**config.mk**
```make
export PLATFORM = sky130hd
export DESIGN_NAME = gn2d_front
export DESIGN_NICKNAME = d
export VERILOG_FILES = /design/src/rtl/core/gn2d_pkg.sv /design/src/rtl/core/gn2d_front.sv
export SDC_FILE = /design/constraint.sdc
export NUM_CORES = 1
export LEC_CHECK = 0
export BUFFER_PORTS_ARGS = -buffer_cell sky130_fd_sc_hd__clkbuf_2
export CORE_MARGIN = 4
export CORE_UTILIZATION = 38
export DETAILED_ROUTE_END_ITERATION = 10
export PLACE_DENSITY_LB_ADDON = 0.12
export SYNTH_ARGS = -nofsm -noshare
export SYNTH_HDL_FRONTEND = slang
export SYNTH_SLANG_ARGS = --single-unit
```
**constraint.sdc**
```tcl
create_clock -name clk -period 2.9 [get_ports clk]
set_clock_uncertainty 0.15 [all_clocks]
set_input_delay 0.29 -clock clk [delete_from_list [all_inputs] [get_ports clk]]
set_output_delay 0.29 -clock clk [all_outputs]
set_load 0.05 [all_outputs]
```
**src/rtl/core/gn2d_pkg.sv**
```systemverilog
// shared types, codes and constants of the 2d gradient noise block
`default_nettype none

package gn2d_pkg;

  // default sizes handed to the top level parameters
  localparam int MAX_GRID_W_DEF    = 64;
  localparam int MAX_GRID_H_DEF    = 64;
  localparam int POS_FRAC_BITS_DEF = 10;

  // configuration port
  localparam int CFG_IDX_W  = 1;
  localparam int CFG_DATA_W = 7;
  localparam logic [CFG_IDX_W-1:0]  REG_GRID_WIDTH  = 1'b0;
  localparam logic [CFG_IDX_W-1:0]  REG_GRID_HEIGHT = 1'b1;
  localparam logic [CFG_DATA_W-1:0] GRID_W_RESET    = 7'd64;
  localparam logic [CFG_DATA_W-1:0] GRID_H_RESET    = 7'd64;

  // item kinds
  localparam logic KIND_WRITE  = 1'b0;
  localparam logic KIND_SAMPLE = 1'b1;

  // width of cell and fraction fields carried in a job
  localparam int CELL_W = 16;

  // entries of the queue between front and back
  localparam int QUEUE_DEPTH = 2;

  typedef struct packed {
    logic               kind;
    logic [5:0]         corner_col;
    logic [5:0]         corner_row;
    logic signed [15:0] grad_x;
    logic signed [15:0] grad_y;
    logic [15:0]        pos_x;
    logic [15:0]        pos_y;
  } in_item_t;

  typedef struct packed {
    logic signed [15:0] noise_value;
    logic               out_of_range;
  } result_t;

  typedef enum logic [1:0] {
    OP_WRITE,
    OP_SAMPLE,
    OP_OOR
  } op_t;

  // classified job passed from front to back
  typedef struct packed {
    op_t               op;
    logic [CELL_W-1:0] col;
    logic [CELL_W-1:0] row;
    logic [CELL_W-1:0] frac_x;
    logic [CELL_W-1:0] frac_y;
    logic [15:0]       grad_x;
    logic [15:0]       grad_y;
  } job_t;

endpackage

`default_nettype wire

```
**src/rtl/core/gn2d_front.sv**
```systemverilog
// front end: config registers, item accept and classification
`default_nettype none

module gn2d_front #(
  parameter int MAX_GRID_W    = gn2d_pkg::MAX_GRID_W_DEF,
  parameter int MAX_GRID_H    = gn2d_pkg::MAX_GRID_H_DEF,
  parameter int POS_FRAC_BITS = gn2d_pkg::POS_FRAC_BITS_DEF
) (
  input  wire logic                           clk,
  input  wire logic                           rst,
  input  wire logic                           start,
  input  wire gn2d_pkg::in_item_t             item,
  output logic                                busy,
  input  wire logic                           cfg_we,
  input  wire logic [gn2d_pkg::CFG_IDX_W-1:0] cfg_index,
  input  wire logic [gn2d_pkg::CFG_DATA_W-1:0] cfg_data,
  input  wire logic                           full,
  output logic                                push,
  output gn2d_pkg::job_t                      job
);

  localparam int F = POS_FRAC_BITS;
  localparam logic [15:0] FRAC_MASK = 16'((17'(1) << F) - 17'(1));
  localparam logic [16:0] LIM_W_MAX = 17'(MAX_GRID_W);
  localparam logic [16:0] LIM_H_MAX = 17'(MAX_GRID_H);

  logic [gn2d_pkg::CFG_DATA_W-1:0] grid_width;
  logic [gn2d_pkg::CFG_DATA_W-1:0] grid_height;

  logic [15:0] x0, y0, sx, sy;
  logic [16:0] lim_w, lim_h;
  logic        oor, in_store, accept, is_sample;

  // config registers
  always_ff @(posedge clk) begin
    if (rst) begin
      grid_width  <= gn2d_pkg::GRID_W_RESET;
      grid_height <= gn2d_pkg::GRID_H_RESET;
    end else if (cfg_we) begin
      unique case (cfg_index)
        gn2d_pkg::REG_GRID_WIDTH:  grid_width  <= cfg_data;
        gn2d_pkg::REG_GRID_HEIGHT: grid_height <= cfg_data;
      endcase
    end
  end

  // cell and fraction of the sample position
  assign x0 = item.pos_x >> F;
  assign y0 = item.pos_y >> F;
  assign sx = item.pos_x & FRAC_MASK;
  assign sy = item.pos_y & FRAC_MASK;

  // grid limits in use
  assign lim_w = (17'(grid_width) < LIM_W_MAX) ? 17'(grid_width) : LIM_W_MAX;
  assign lim_h = (17'(grid_height) < LIM_H_MAX) ? 17'(grid_height) : LIM_H_MAX;

  // cell range check and store range check
  assign oor = ((17'(x0) + 17'd1) >= lim_w) || ((17'(y0) + 17'd1) >= lim_h);
  assign in_store = (17'(item.corner_col) < LIM_W_MAX) &&
                    (17'(item.corner_row) < LIM_H_MAX);

  // accept and push; writes outside the store are dropped here
  assign busy      = full;
  assign accept    = start && !full;
  assign is_sample = (item.kind == gn2d_pkg::KIND_SAMPLE);
  assign push      = accept && (is_sample || in_store);

  // job build
  always_comb begin
    job.grad_x = item.grad_x;
    job.grad_y = item.grad_y;
    if (is_sample) begin
      job.op     = oor ? gn2d_pkg::OP_OOR : gn2d_pkg::OP_SAMPLE;
      job.col    = x0;
      job.row    = y0;
      job.frac_x = sx;
      job.frac_y = sy;
    end else begin
      job.op     = gn2d_pkg::OP_WRITE;
      job.col    = gn2d_pkg::CELL_W'(item.corner_col);
      job.row    = gn2d_pkg::CELL_W'(item.corner_row);
      job.frac_x = '0;
      job.frac_y = '0;
    end
  end

endmodule

`default_nettype wire

```
==> run_results.csv <==
group,metric,value,unit
worst_setup_path,worstPathMaxFanout,5,
route,firstDrtPassIters,4,
worst_setup_path,setup.worst_path.class,"in -> out",
logic_synthesis,avgSynthCellArea,7.96,um^2
floorplan,die_area,5870,um^2
worst_setup_path,slowest_delay,0.32,ns
logic_synthesis,ys_ff_latch,14,
logic_synthesis,synthTopCellsByArea,"buf_4, dfxtp_1, ha_1, mux2_2, and2_1",
clocking,cts_tree,"built",
floorplan,rows,24,
route,drt_iter0_drc,24,
clocking,cts_root_buf,"clkbuf_8",
logic_synthesis,syn_inst,225,
floorplan,core_area,4440,um^2
route,vias_per_cell,4.44,
sta,worst_slew_pin_slew,0.573,ns
route,num_vias,1475,
logic_synthesis,ys.flop_type,"dfxtp_1",
clocking,clkTransAtPathRegs,0.05,ns
route,routed_wl,4420,um
clocking,cts.hold.buffers_added,0,
min_path,hold_path_class,"in -> reg",
sta,hold_viol,0,
worst_setup_path,arrival,2.21,ns
sta,grt_setup_unrepaired,"no",
power_and_ir_drop,irDropWorstVdd,0.256,mV
placed_design,hpwlAfterDp,3890,um
clocking,cts_resized,0,
power_and_ir_drop,p_per_area,385,nW/um^2
logic_synthesis,syn_area,1790,um^2
logic_synthesis,async_flop_share,0,
grt,grt_remaining_overflow,0,
sta,fmax,378,MHz
clocking,ctsHtreeMaxLevel,1,
status,outcome,"completed",
logic_synthesis,synth_edf_count,0,
route,wire_per_inst,13.3,um
placed_design,globalplace.congestion,0.745,
clocking,cts_setup_buffers,0,
worst_setup_path,cp.required,2.46,ns
clocking,clockBufferDepth,2,
logic_synthesis,synth_most_common_cell,"buf_4",
grt,grt_pass1_wl,7090,um
floorplan,io_pins,190,
sta,fin_crit,2.65,ns
cells_and_area,fin_util,0.441,
logic_synthesis,netlist.area_leader.share,0.277,
cells_and_area,area_growth,9.43,%
clocking,insertion_delay,0.24,ns
cells_and_area,nets,388,
clocking,numCtsBuffers,3,
power_and_ir_drop,leakage,1.06,nW
worst_setup_path,crit_buf_inv,2,
sta,setup_tns,0,ns
worst_setup_path,crit_family,"adder cells",
logic_synthesis,yosysTopAreaCell,"buf_4",
logic_synthesis,yosys.cell_types.count,30,
logic_synthesis,synth_seq_area_share,0.157,
worst_setup_path,setup.worst_path.end_class,"output pin",
sta,setup_viol,0,
cells_and_area,diodes,0,
worst_setup_path,worst_setup_path_start_kind,"input pin",
placed_design,portBuffers,93,
sta,slew-limit-headroom,0.618,
floorplan,initial_core_util,0.403,
floorplan,die_h,76.6,um
route,drc_errors,0,
grt,grt_max_degree,35,
floorplan,die_w,76.6,um
logic_synthesis,ys_warn_count,0,
clocking,clock_sinks,14,
grt,first_global_vias,1451,
sta,post-route-period-util,0.913,
route,ant_nets,0,
worst_setup_path,cpMaxStageDelayCell,"clkbuf_2",
run,maxCapViolCount,0,
grt,antenna_found_initial,0,
sta,slew_viol_final,0,
cells_and_area,drive_gt1_frac,0.396,
logic_synthesis,synth_common_cells,"buf_4, nand2_1, and2_1",
worst_setup_path,crit_path_cell_trace,"clkbuf_2 -> ha_1 -> nand3_1 -> xnor2_1 -> ha_1 -> a21o_1 -> nand3_1 -> o2111ai_1 -> nor4b_2 -> clkbuf_2",
grt,track_usage,0.143,
==> worst reg2reg max path, cell delays in order, from the launching register on <==
cell      delay, ns
dfxtp_1        0.31
inv_1          0.17
nand2_1        0.08
o21ai_0        0.09
nand2b_1       0.07
==> power breakdown <==
group | switching (mW) | internal, mW | total, mW | leakage (nW)
Clock | 0.0606 | 0.0915 | 0.152 | 0.0216
Combinational | 0.293 | 0.102 | 0.395 | 0.924
Sequential | 0.00483 | 0.202 | 0.207 | 0.115
==> metal layers <==
layer / global-route usage / wire [um] / part of all wire / vias up
met4: 0.0308 / 42 / 0.0095 / 0
met2: 0.244 / 2200 / 0.50 / 60
met1: 0.178 / 1860 / 0.42 / 638
met5: 0 / 0 / 0 / -
li1: - / - / - / 763
met3: 0.0402 / 315 / 0.071 / 14
==> layout by cell type, fill, tap and decap left out, drive strengths merged <==
master,Yosys,routed
clkbuf,3,96
conb,1,32
nand2,21,21
and2,20,20
ha,16,16
nand3,14,14
dfxtp,14,14
mux2,12,12
a21oi,9,9
nor2,7,7
xnor2,6,6
mux2i,6,6
and3,4,4
nand2b,4,4
nor2b,3,3
inv,2,2
xor2,2,2
a211oi,2,2
nand4,1,1
a21o,1,1
o2111ai,1,1
o211ai,1,1
nor3,1,1
nor4b,1,1
o31a,1,1
o21ai,1,1
a211o,1,1
buf,70,1
==> cell families (layout without fill, tap and decap cells) <==
logic type	after synthesis	after routing	synth area share
AOI/OAI and AO/OA	17	17	0.0622
xor gates and xnor gates	8	8	0.0391
adders and majority gates	16	16	0.112
buffers and inverters	75	99	0.298
DFF	14	14	0.157
muxes	18	18	0.109
other	1	32	0.00209
and+or+nand+nor	76	76	0.221
==> registers in the layout, indices dropped and copies added, names as in the netlist <==
signal / flops
grid_height: 7
grid_width: 7
==> metrics by stage <==
step | instances | setup slack (ns) | power [mW] | hold slack, ns | cell area (um^2)
after CTS | 332 | 0.235 | 0.764 | 0.151 | 1960
after detailed placement | 329 | 0.238 | 0.608 | 0.301 | 1920
after floorplan | 256 | 0.128 | 0.668 | 0.209 | 1910
after global placement | 329 | 0.258 | 0.607 | 0.298 | 1920
after global routing | 332 | 0.109 | 0.800 | 0.153 | 1960
final | 332 | 0.253 | 0.754 | 0.153 | 1960
==> path summary, 6_finish.rpt <==
kind | cells after the start | end | slack (ns) | from
worst max-delay path | 10 | job[96] | 0.25 | item[10]
worst min-delay path | 3 | grid_height[0]$_SDFFE_PP0P_ | 0.15 | cfg_data[0]
worst max register to register | 4 | grid_width[6]$_SDFFE_PP1P_ | 1.93 | grid_width[6]$_SDFFE_PP1P_
worst min register to register | 2 | grid_height[0]$_SDFFE_PP0P_ | 0.31 | grid_height[0]$_SDFFE_PP0P_
==> layout make-up <==
class	count	area, um^2
multi-input combinational	167	1090
timing repair buffer	94	473
fill	491	2480
inverter	2	7.51
clock buffer	3	41.3
sequential	14	280
tap	52	65.1
(Power assumes the default switching activity.)
