===== config.mk =====
export PLATFORM = sky130hd
export DESIGN_NAME = gn2d_queue
export DESIGN_NICKNAME = d
export VERILOG_FILES = /design/src/rtl/core/gn2d_pkg.sv /design/src/rtl/core/gn2d_queue.sv
export SDC_FILE = /design/constraint.sdc
export NUM_CORES = 1
export LEC_CHECK = 0
export BUFFER_PORTS_ARGS = -buffer_cell sky130_fd_sc_hd__buf_2
export CORE_MARGIN = 1.5
export CORE_UTILIZATION = 56
export DETAILED_ROUTE_END_ITERATION = 12
export PLACE_DENSITY = 0.95
export REMOVE_ABC_BUFFERS = 1
export SETUP_SLACK_MARGIN = 0.3
export SLEW_MARGIN = 0
export SYNTH_ARGS = -nofsm -noshare
export SYNTH_HDL_FRONTEND = slang
export SYNTH_SLANG_ARGS = --single-unit

===== constraint.sdc =====
create_clock -name clk -period 10.75 [get_ports clk]
set_clock_uncertainty 0.1 [all_clocks]
set_input_delay 2.6875 -clock clk [delete_from_list [all_inputs] [get_ports clk]]
set_output_delay 2.6875 -clock clk [all_outputs]
set_load 0.01 [all_outputs]

===== src/rtl/core/gn2d_pkg.sv =====
// shared types, codes and constants of the 2d gradient noise block
`default_nettype none

package gn2d_pkg;

  // default sizes handed to the top level parameters
  localparam int MAX_GRID_W_DEF    = 64;
  localparam int MAX_GRID_H_DEF    = 64;
  localparam int POS_FRAC_BITS_DEF = 10;

  // configuration port
  localparam int CFG_IDX_W  = 1;
  localparam int CFG_DATA_W = 7;
  localparam logic [CFG_IDX_W-1:0]  REG_GRID_WIDTH  = 1'b0;
  localparam logic [CFG_IDX_W-1:0]  REG_GRID_HEIGHT = 1'b1;
  localparam logic [CFG_DATA_W-1:0] GRID_W_RESET    = 7'd64;
  localparam logic [CFG_DATA_W-1:0] GRID_H_RESET    = 7'd64;

  // item kinds
  localparam logic KIND_WRITE  = 1'b0;
  localparam logic KIND_SAMPLE = 1'b1;

  // width of cell and fraction fields carried in a job
  localparam int CELL_W = 16;

  // entries of the queue between front and back
  localparam int QUEUE_DEPTH = 2;

  typedef struct packed {
    logic               kind;
    logic [5:0]         corner_col;
    logic [5:0]         corner_row;
    logic signed [15:0] grad_x;
    logic signed [15:0] grad_y;
    logic [15:0]        pos_x;
    logic [15:0]        pos_y;
  } in_item_t;

  typedef struct packed {
    logic signed [15:0] noise_value;
    logic               out_of_range;
  } result_t;

  typedef enum logic [1:0] {
    OP_WRITE,
    OP_SAMPLE,
    OP_OOR
  } op_t;

  // classified job passed from front to back
  typedef struct packed {
    op_t               op;
    logic [CELL_W-1:0] col;
    logic [CELL_W-1:0] row;
    logic [CELL_W-1:0] frac_x;
    logic [CELL_W-1:0] frac_y;
    logic [15:0]       grad_x;
    logic [15:0]       grad_y;
  } job_t;

endpackage

`default_nettype wire


===== src/rtl/core/gn2d_queue.sv =====
// short job queue between front and back
`default_nettype none

module gn2d_queue (
  input  wire logic           clk,
  input  wire logic           rst,
  input  wire logic           push,
  input  wire gn2d_pkg::job_t job,
  output logic                full,
  input  wire logic           pop,
  output logic                head_valid,
  output gn2d_pkg::job_t      head
);

  localparam int QD  = gn2d_pkg::QUEUE_DEPTH;
  localparam int QAW = (QD > 1) ? $clog2(QD) : 1;

  gn2d_pkg::job_t   entries [QD];
  logic [QAW-1:0]   wr_ptr, rd_ptr;
  logic [QAW:0]     count;
  logic             do_pop;

  assign full       = (count == (QAW+1)'(QD));
  assign head_valid = (count != '0);
  assign head       = entries[rd_ptr];
  assign do_pop     = pop && head_valid;

  // entry storage
  always_ff @(posedge clk) begin
    if (push) begin
      entries[wr_ptr] <= job;
    end
  end

  // pointers and fill count
  always_ff @(posedge clk) begin
    if (rst) begin
      wr_ptr <= '0;
      rd_ptr <= '0;
      count  <= '0;
    end else begin
      if (push) begin
        wr_ptr <= wr_ptr + 1'b1;
      end
      if (do_pop) begin
        rd_ptr <= rd_ptr + 1'b1;
      end
      case ({push, do_pop})
        2'b10:   count <= count + 1'b1;
        2'b01:   count <= count - 1'b1;
        default: count <= count;
      endcase
    end
  end

endmodule

`default_nettype wire


==> out/results.txt, run 1 <==
Final worst setup slack -> 5480 ps
CP Launch Type -> flip-flop
Critical path class -> reg2out
Slew Limit Fails -> 0
Cell Chain, Critical Path -> buf_4, mux2_2, buf_2
Post-DRT Antenna Nets -> 0
Slowest CP cell -> buf_4
Setup TNS Final -> 0 ps
Layout cells sized above 1 -> 0.598
Clk root buf -> clkbuf_16
Clock Latency Late Sink -> 470 ps
Switching portion of total power -> 0.244
Post-synthesis async set-or-reset flop share -> 0
Grt met3 use -> 0.0505
Congestion Overflow GR -> 0
Pre-CTS setup slack -> 5890 ps
All-Layer GR Usage -> 0.184
Routed WL -> 13300 microns
Post-synthesis cell type count -> 18
Final Hold Vio Count -> 0
DR iter-0 viols -> 225
Total clock sinks -> 201
DRT Pass-1 Iters -> 4
# hold bufs at CTS -> 0
Synth Area per Inst -> 22.2 sq um
Flip-flop and latch count after synthesis -> 201
VDD IR max -> 0.183 mV
Final nets -> 646
H-Tree Depth -> 1
Final Critical Period -> 5270 ps
Setup Buffers After CTS -> 0
Final period util -> 0.490
CP max stage delay -> 800 ps
Pint -> 1500 uW
Vias per cell -> 5.19
Die Y -> 117 microns
Wire per inst -> 18.2 microns
Clock power frac -> 0.323
Syn Inst Count -> 328
Max FO, Critical Path -> 74
HPWL after DPL -> 8750 microns
Met1 Usage GRT -> 0.205
Placement Rows -> 41
Max Fclk -> 190 MHz
M2 GR Usage -> 0.343
Post-Syn Area -> 7280 sq um
CTS max path bufs -> 3
Critical Path End Type -> output pin
Fill cells -> 779
Comb power frac -> 0.199
Slew @ Worst Pin -> 1010 ps
First-pass GRT wire length -> 19100 microns
Reg clk slew, reported paths -> 60 ps
Sequential area share after synthesis -> 0.822
Placer Congestion -> 0.772
Cell count after placement -> 693
MaxCap Viol Count -> 0
Post_cts resized -> 0
P per Cell Area -> 218 nW/um^2
Top_reg_cell synth -> edfxtp_1
Initial antenna violation count -> 3
Non-Filler Instances -> 729
Worst Path Required -> 7960 ps
Post-synth EDFFs -> 196
Multi-input logic area -> 1220 sq um
P_leak -> 0.00340 uW
WHS -> 441 ps
Synthesis Warnings -> 0
IO buf count -> 201
IO Pins -> 202
Worst EP arrival -> 2480 ps
Commonest non-fill, non-tap cell in the layout -> buf_2
Hold crit path type -> reg2reg
Core area -> 12700 sq um
Residual DRC count -> 0
Setup repair after global routing missed its margin -> false
Worst rel slew slack -> 0.327
Outcome -> complete, no violations
DR vias -> 3781
Switching power total -> 484 uW
GRT busiest layer -> met2
Seq pwr share -> 0.478
Largest net degree at the start of global routing -> 76
CTS Buf Count -> 20
Vias in the first global route -> 3924
Initial Util -> 0.574
Layout Area Growth over Synthesis -> 24.8%
Setup-failing EPs final -> 0
CTS tree -> yes
Commonest cells after routing, fill and taps aside -> buf_2 (201), edfxtp_1 (196), mux2_2 (97)
Die width -> 117 microns
Storage element area -> 5990 sq um
Die Area -> 13700 sq um
[path summary, 6_finish.rpt]
path / slack, ps / depth (start not counted) / startpoint / end
max: 5480 / 3 / flip-flop / head[44]
min: 440 / 2 / count[1]$_SDFFE_PP0P_ / count[1]$_SDFFE_PP0P_
max reg2reg: 8390 / 2 / wr_ptr$_SDFFE_PP0P_ / entries[0][49]$_DFFE_PP_
min reg2reg: 440 / 2 / count[1]$_SDFFE_PP0P_ / count[1]$_SDFFE_PP0P_
[synth_stat cells, types with 3 or more instances]
library cell  number  area, sq um
nor2_1             5         18.8
dfxtp_1            5          100
buf_6              3         33.8
mux2_2            97         1090
buf_2              8         40.0
edfxtp_1         196         5890
xnor2_1            3         26.3
[power by group through the flow]
stage	Sequential, uW	Clock [uW]	Combinational [uW]
3_3_place_gp	960	0	384
6_report	949	640	395
4_1_cts	950	652	400
5_1_grt	955	678	426
2_1_floorplan	986	0	230
3_5_place_dp	966	0	396
[metal layers]
layer | vias to the layer above | part of all wire
met5 | - | 0.0011
met4 | 2 | 0.026
met3 | 28 | 0.070
met2 | 152 | 0.53
met1 | 1863 | 0.37
li1 | 1736 | -
[stage by stage]
stage                     power (uW)  cell area, sq um   util
after CTS                       2000              9080  0.716
after global routing            2060              9080  0.717
final                           1980              9080  0.717
after global placement          1340              8460  0.668
after floorplan                 1220              7200      -
after detailed placement        1360              8460  0.668
[cells by family (layout without fill, tap and decap cells)]
| logic type | count (synthesis) | after routing | synth area share |
|---|---|---|---|
| xor gates and xnor gates | 4 | 4 | 0.00481 |
| buffers and inverters | 12 | 239 | 0.0107 |
| adders and majority gates | 1 | 1 | 0.00172 |
| and+or+nand+nor | 9 | 9 | 0.00636 |
| DFF | 201 | 201 | 0.822 |
| muxes | 98 | 98 | 0.152 |
| AOI/OAI and AO/OA | 3 | 3 | 0.00241 |
| other | 0 | 2 | 0 |
[sequential cells by signal, summed over array words and instances (netlist names), named ones only]
signal   count
count        2
rd_ptr       1
entries    196
wr_ptr       1
[final cells by class]
class | count | area share
well taps | 172 | 0.0237
clock buffers | 31 | 0.0664
repair buffers | 204 | 0.113
flip-flops and latches | 201 | 0.659
clock inverters | 3 | 0.00138
multi-input cells | 115 | 0.135
diodes | 2 | 0.000551
inverters | 1 | 0.000413
[critical path: cells and delay by family, from the launching register on]
family,cells,cell delay (ps)
buf+inv,2,940
flops,1,560
mux,1,430
Note: power is estimated with default switching activity, not from simulation.
==> inputs of run 2 (changes only) <==
--- a/config.mk
+++ b/config.mk
@@ -7,9 +7,9 @@
 export LEC_CHECK = 0
 export BUFFER_PORTS_ARGS = -buffer_cell sky130_fd_sc_hd__buf_2
 export CORE_MARGIN = 1.5
-export CORE_UTILIZATION = 56
+export CORE_UTILIZATION = 52
 export DETAILED_ROUTE_END_ITERATION = 12
-export PLACE_DENSITY = 0.95
+export PLACE_DENSITY = 0.91
 export REMOVE_ABC_BUFFERS = 1
 export SETUP_SLACK_MARGIN = 0.3
 export SLEW_MARGIN = 0
==> constraint.sdc (replaced) <==
create_clock -name clk -period 5.5 [get_ports clk]
set_clock_uncertainty 0.1 [all_clocks]
set_input_delay 1.375 -clock clk [delete_from_list [all_inputs] [get_ports clk]]
set_output_delay 1.375 -clock clk [all_outputs]
set_load 0.01 [all_outputs]
==> run 2 against run 1 <==
Total power grew 94%; sequential share of layout area shrank 0.13 points; clock power grew 94%; final cell count grew 0.96%; global-route usage shrank 1.6 points; core utilization shrank 5.6 points; register-to-register slack lost 5100 ps; via count shrank 1.2%; flip-flop and latch count is the same; count of clock-buffer cells in the layout shrank 1; die area grew 7.5%; largest power group unchanged; highest routed layer is now met4.
==> out/results.txt, run 2 (synthesis results as in run 1) <==
Outcome -> complete, no violations
Initial Util -> 0.528
Worst Path Required -> 4030 ps
Clk root buf -> clkbuf_16
CP Launch Type -> flip-flop
Die width -> 121 microns
Hold crit path type -> reg2reg
All-Layer GR Usage -> 0.169
Commonest non-fill, non-tap cell in the layout -> buf_2
Final period util -> 0.712
Setup TNS Final -> 0 ps
Max Fclk -> 255 MHz
Wire per inst -> 17.6 microns
Critical path class -> reg2out
Total clock sinks -> 201
Pre-CTS setup slack -> 2020 ps
P_leak -> 0.00341 uW
Slew @ Worst Pin -> 1200 ps
Worst EP arrival -> 2440 ps
Layout Area Growth over Synthesis -> 25.0%
DRT Pass-1 Iters -> 4
Residual DRC count -> 0
P per Cell Area -> 424 nW/um^2
Vias in the first global route -> 3913
Post_cts resized -> 0
CTS max path bufs -> 3
WHS -> 455 ps
Core area -> 13800 sq um
Critical Path End Type -> output pin
Vias per cell -> 5.07
Worst rel slew slack -> 0.199
Setup repair after global routing missed its margin -> false
Final nets -> 646
Layout cells sized above 1 -> 0.601
Final worst setup slack -> 1580 ps
VDD IR max -> 0.333 mV
HPWL after DPL -> 8620 microns
Routed WL -> 12900 microns
Final Hold Vio Count -> 0
Die Area -> 14700 sq um
Placement Rows -> 43
Max FFs per register -> 196
Setup-failing EPs final -> 0
Setup Buffers After CTS -> 0
Biggest register -> entries
Final Critical Period -> 3920 ps
Commonest cells after routing, fill and taps aside -> buf_2 (201), edfxtp_1 (196), mux2_2 (97)
Die Y -> 121 microns
IO buf count -> 201
First-pass GRT wire length -> 19100 microns
Fill cells -> 941
Largest net degree at the start of global routing -> 70
Largest registers -> entries x196, count x2
Congestion Overflow GR -> 0
Reg clk slew, reported paths -> 60 ps
Max FO, Critical Path -> 69
DR iter-0 viols -> 259
DR vias -> 3735
Clock Latency Late Sink -> 470 ps
CTS tree -> yes
Initial antenna violation count -> 0
Post-DRT Antenna Nets -> 0
IO Pins -> 202
CTS Buf Count -> 20
R2R setup slack -> 3280 ps
Slew Limit Fails -> 0
# hold bufs at CTS -> 0
Placer Congestion -> 0.753
MaxCap Viol Count -> 0
H-Tree Depth -> 1
Diodes inserted -> 0
==> run 2: cell count changes in the layout (fill, tap and decap cells not counted), sizes merged <==
cell      previous run  this run
diode                2         0
clkbuf              31        30
clkinv               3         4
clkinvlp             0         1
==> run 2: through the flow <==
stage               std cells  total power, uW   util  cell area, sq um
floorplan                 317             2380      -              7200
detailed placement        701             2660  0.616              8480
finish                    736             3860  0.661              9100
global placement          701             2630  0.616              8480
global route              736             4020  0.661              9100
CTS                       736             3910  0.661              9100
==> run 2: report_power, final <==
group	leakage [uW]	internal, uW	total [uW]	switching (uW)
Combinational	0.00122	387	718	331
Sequential	0.00188	1800	1900	100
Clock	0.000301	739	1240	504
==> run 2: worst paths after layout <==
path,start,end,cells past startpoint
max,flip-flop,head[46],3
min,count[1]$_SDFFE_PP0P_,count[1]$_SDFFE_PP0P_,2
max reg2reg,wr_ptr$_SDFFE_PP0P_,entries[1][94]$_DFFE_PP_,2
min reg2reg,count[1]$_SDFFE_PP0P_,count[1]$_SDFFE_PP0P_,2
==> run 2: metal layers <==
layer / vias up / global-route usage / part of all wire
li1: 1730 / - / -
met1: 1826 / 0.197 / 0.38
met2: 151 / 0.307 / 0.53
met3: 28 / 0.0414 / 0.068
met4: 0 / 0.0507 / 0.021
met5: - / 0 / 0
==> run 2: critical path, stage by stage (launching register included) <==
cell and delay [ps]:
dfxtp_4 930, buf_4 490, mux2_2 390, buf_2 140
==> run 2: cell type report <==
| cell class | instances | area, sq um | area share |
|---|---|---|---|
| tap | 180 | 225 | 0.0247 |
| clock buffer | 30 | 589 | 0.0648 |
| inverter | 1 | 3.75 | 0.000412 |
| clock inverter | 5 | 26.3 | 0.00289 |
| multi-input combinational | 115 | 1220 | 0.135 |
| sequential | 201 | 5990 | 0.658 |
| timing repair buffer | 204 | 1040 | 0.114 |
==> inputs of run 3 (changes only) <==
--- a/config.mk
+++ b/config.mk
@@ -5,6 +5,7 @@
 export SDC_FILE = /design/constraint.sdc
 export NUM_CORES = 1
 export LEC_CHECK = 0
+export ABC_AREA = 1
 export BUFFER_PORTS_ARGS = -buffer_cell sky130_fd_sc_hd__buf_2
 export CORE_MARGIN = 1.5
 export CORE_UTILIZATION = 52
==> constraint.sdc (replaced) <==
create_clock -name clk -period 3.7 [get_ports clk]
set_clock_uncertainty 0.1 [all_clocks]
set_input_delay 0.925 -clock clk [delete_from_list [all_inputs] [get_ports clk]]
set_output_delay 0.925 -clock clk [all_outputs]
set_load 0.01 [all_outputs]
==> run 3 against run 2 <==
Clock power increased by 53%; largest power group unchanged; final cell count increased by 2.7%; sequential power increased by 41%; combinational power decreased by 12%; critical path type unchanged.
==> out/results.txt, run 3 <==
Post-synth EDFFs -> 196
Die width -> 122 microns
Total clock sinks -> 201
P per Cell Area -> 564 nW/um^2
DRT Pass-1 Iters -> 4
Count leader, synth -> edfxtp_1
Largest registers -> entries x196, count x2
CTS max path bufs -> 3
Critical path class -> reg2out
Top_reg_cell synth -> edfxtp_1
Pre-CTS setup slack -> 1250 ps
Synth Area per Inst -> 21.6 sq um
Cell count after placement -> 719
MaxCap Viol Count -> 0
DR iter-0 viols -> 225
Cell Chain, Critical Path -> buf_4, mux2_2, buf_2
Die Y -> 122 microns
Post-synthesis cell type count -> 14
Setup-failing EPs final -> 0
Max FO, Critical Path -> 20
Layout Area Growth over Synthesis -> 25.2%
Synth area leader -> edfxtp_1
Outcome -> complete, no violations
Setup Buffers After CTS -> 0
Reg clk slew, reported paths -> 60 ps
Placement Rows -> 43
Final nets -> 665
Slowest CP cell -> dfxtp_4
Combinational family with the most area after synthesis -> multiplexers
Commonest non-fill, non-tap cell in the layout -> buf_2
Post-Synth Simple-Gate Area -> 0.0102
Commonest cells after routing, fill and taps aside -> buf_2 (201), edfxtp_1 (196), mux2_2 (78)
Synthesis Warnings -> 0
Core area -> 13900 sq um
P_leak -> 0.00354 uW
Initial antenna violation count -> 0
Biggest register -> entries
Worst EP arrival -> 1900 ps
Hold crit path type -> reg2reg
Congestion Overflow GR -> 0
Mux contribution to synthesized area -> 0.160
Setup repair after global routing missed its margin -> false
Final Critical Period -> 2930 ps
Flip-flop and latch count after synthesis -> 201
Final Hold Vio Count -> 0
Residual DRC count -> 0
Max FFs per register -> 196
Syn Inst Count -> 342
Post-synth top cells -> edfxtp_1 (196), mux2_2 (78), mux2_4 (20)
Sequential area share after synthesis -> 0.811
Overall Power -> 5210 uW
CP max stage delay -> 520 ps
Post-synthesis async set-or-reset flop share -> 0
Final worst setup slack -> 773 ps
Non-Filler Instances -> 756
Post-Syn Area -> 7380 sq um
Clk root buf -> clkbuf_16
Worst Path Required -> 2670 ps
VDD IR max -> 0.384 mV
Final period util -> 0.791
CTS Buf Count -> 21
Clock Latency Late Sink -> 470 ps
Diodes inserted -> 0
Vias per cell -> 5.09
Most area-consuming cells after synthesis -> edfxtp_1 (80%), mux2_2 (12%), mux2_4 (4.1%)
# hold bufs at CTS -> 0
Slew Limit Fails -> 0
CTS tree -> yes
IO buf count -> 201
Post_cts resized -> 0
Vias in the first global route -> 4139
Initial Util -> 0.532
Post-synth top area share -> 0.797
XOR/XNOR Fraction of Synth Area -> 0
Worst rel slew slack -> 0.569
HPWL after DPL -> 9060 microns
First-pass GRT wire length -> 20500 microns
Wire per inst -> 18.0 microns
Critical Path End Type -> output pin
Post-Synth Adder-Cell Area -> 0.00170
H-Tree Depth -> 1
All-Layer GR Usage -> 0.178
Post-synthesis compound-gate area fraction -> 0.00203
Layout cells sized above 1 -> 0.583
Max Fclk -> 342 MHz
Slew @ Worst Pin -> 646 ps
Largest net degree at the start of global routing -> 51
Placer Congestion -> 0.706
Post-DRT Antenna Nets -> 0
IO Pins -> 202
CP Launch Type -> flip-flop
DR vias -> 3846
Routed WL -> 13600 microns
Die Area -> 14900 sq um
==> run 3: logic make-up after synthesis <==
kind of cell             count (synthesis)
buffers and inverters                   20
multiplexers                            98
adder cells (fa/ha/maj)                  1
AO/OA/AOI/OAI                            3
AND/OR/NAND/NOR                         19
flip-flops                             201
==> run 3: final timing paths <==
kind | to | startpoint | slack, ps | depth (start not counted)
setup / recovery | head[42] | flip-flop | 770 | 3
hold / removal | flip-flop | rd_ptr$_SDFFE_PP0P_ | 410 | 2
setup reg to reg | entries[1][43]$_DFFE_PP_ | wr_ptr$_SDFFE_PP0P_ | 2030 | 3
hold reg to reg | flip-flop | rd_ptr$_SDFFE_PP0P_ | 410 | 2
==> run 3: worst max-delay path, delay by kind of cell (launching register included) <==
family / cells / cell delay, ps
mux: 1 / 380
buf+inv: 2 / 520
flops: 1 / 520
==> run 3: metrics by stage <==
step / hold WS [ps] / cell area (sq um) / setup TNS (ps) / util
after global routing: 486 / 9240 / 0 / 0.666
after floorplan: 365 / 7300 / -251700 / -
after global placement: 375 / 8620 / 0 / 0.621
after detailed placement: 391 / 8620 / 0 / 0.621
final: 413 / 9240 / 0 / 0.666
after CTS: 405 / 9240 / 0 / 0.666
==> run 3: area by class of cell <==
type,count,area [sq um]
inverter,9,36.3
clock inverter,8,65.1
tap,180,225
timing repair buffer,208,1080
sequential,201,5990
fill,945,4640
multi-input combinational,121,1290
clock buffer,29,556
==> run 3: power breakdown <==
part	internal [uW]	switching, uW	total, uW
sequential	2640	43.9	2680
clock	1120	780	1900
combinational	309	322	630
total	4070	1150	5210
==> run 3: layer usage <==
| layer | GRT usage | part of all wire | up-vias |
|---|---|---|---|
| li1 | - | - | 1776 |
| met1 | 0.214 | 0.39 | 1879 |
| met2 | 0.323 | 0.52 | 171 |
| met3 | 0.0379 | 0.073 | 20 |
| met4 | 0.0509 | 0.015 | 0 |
| met5 | 0 | 0 | - |
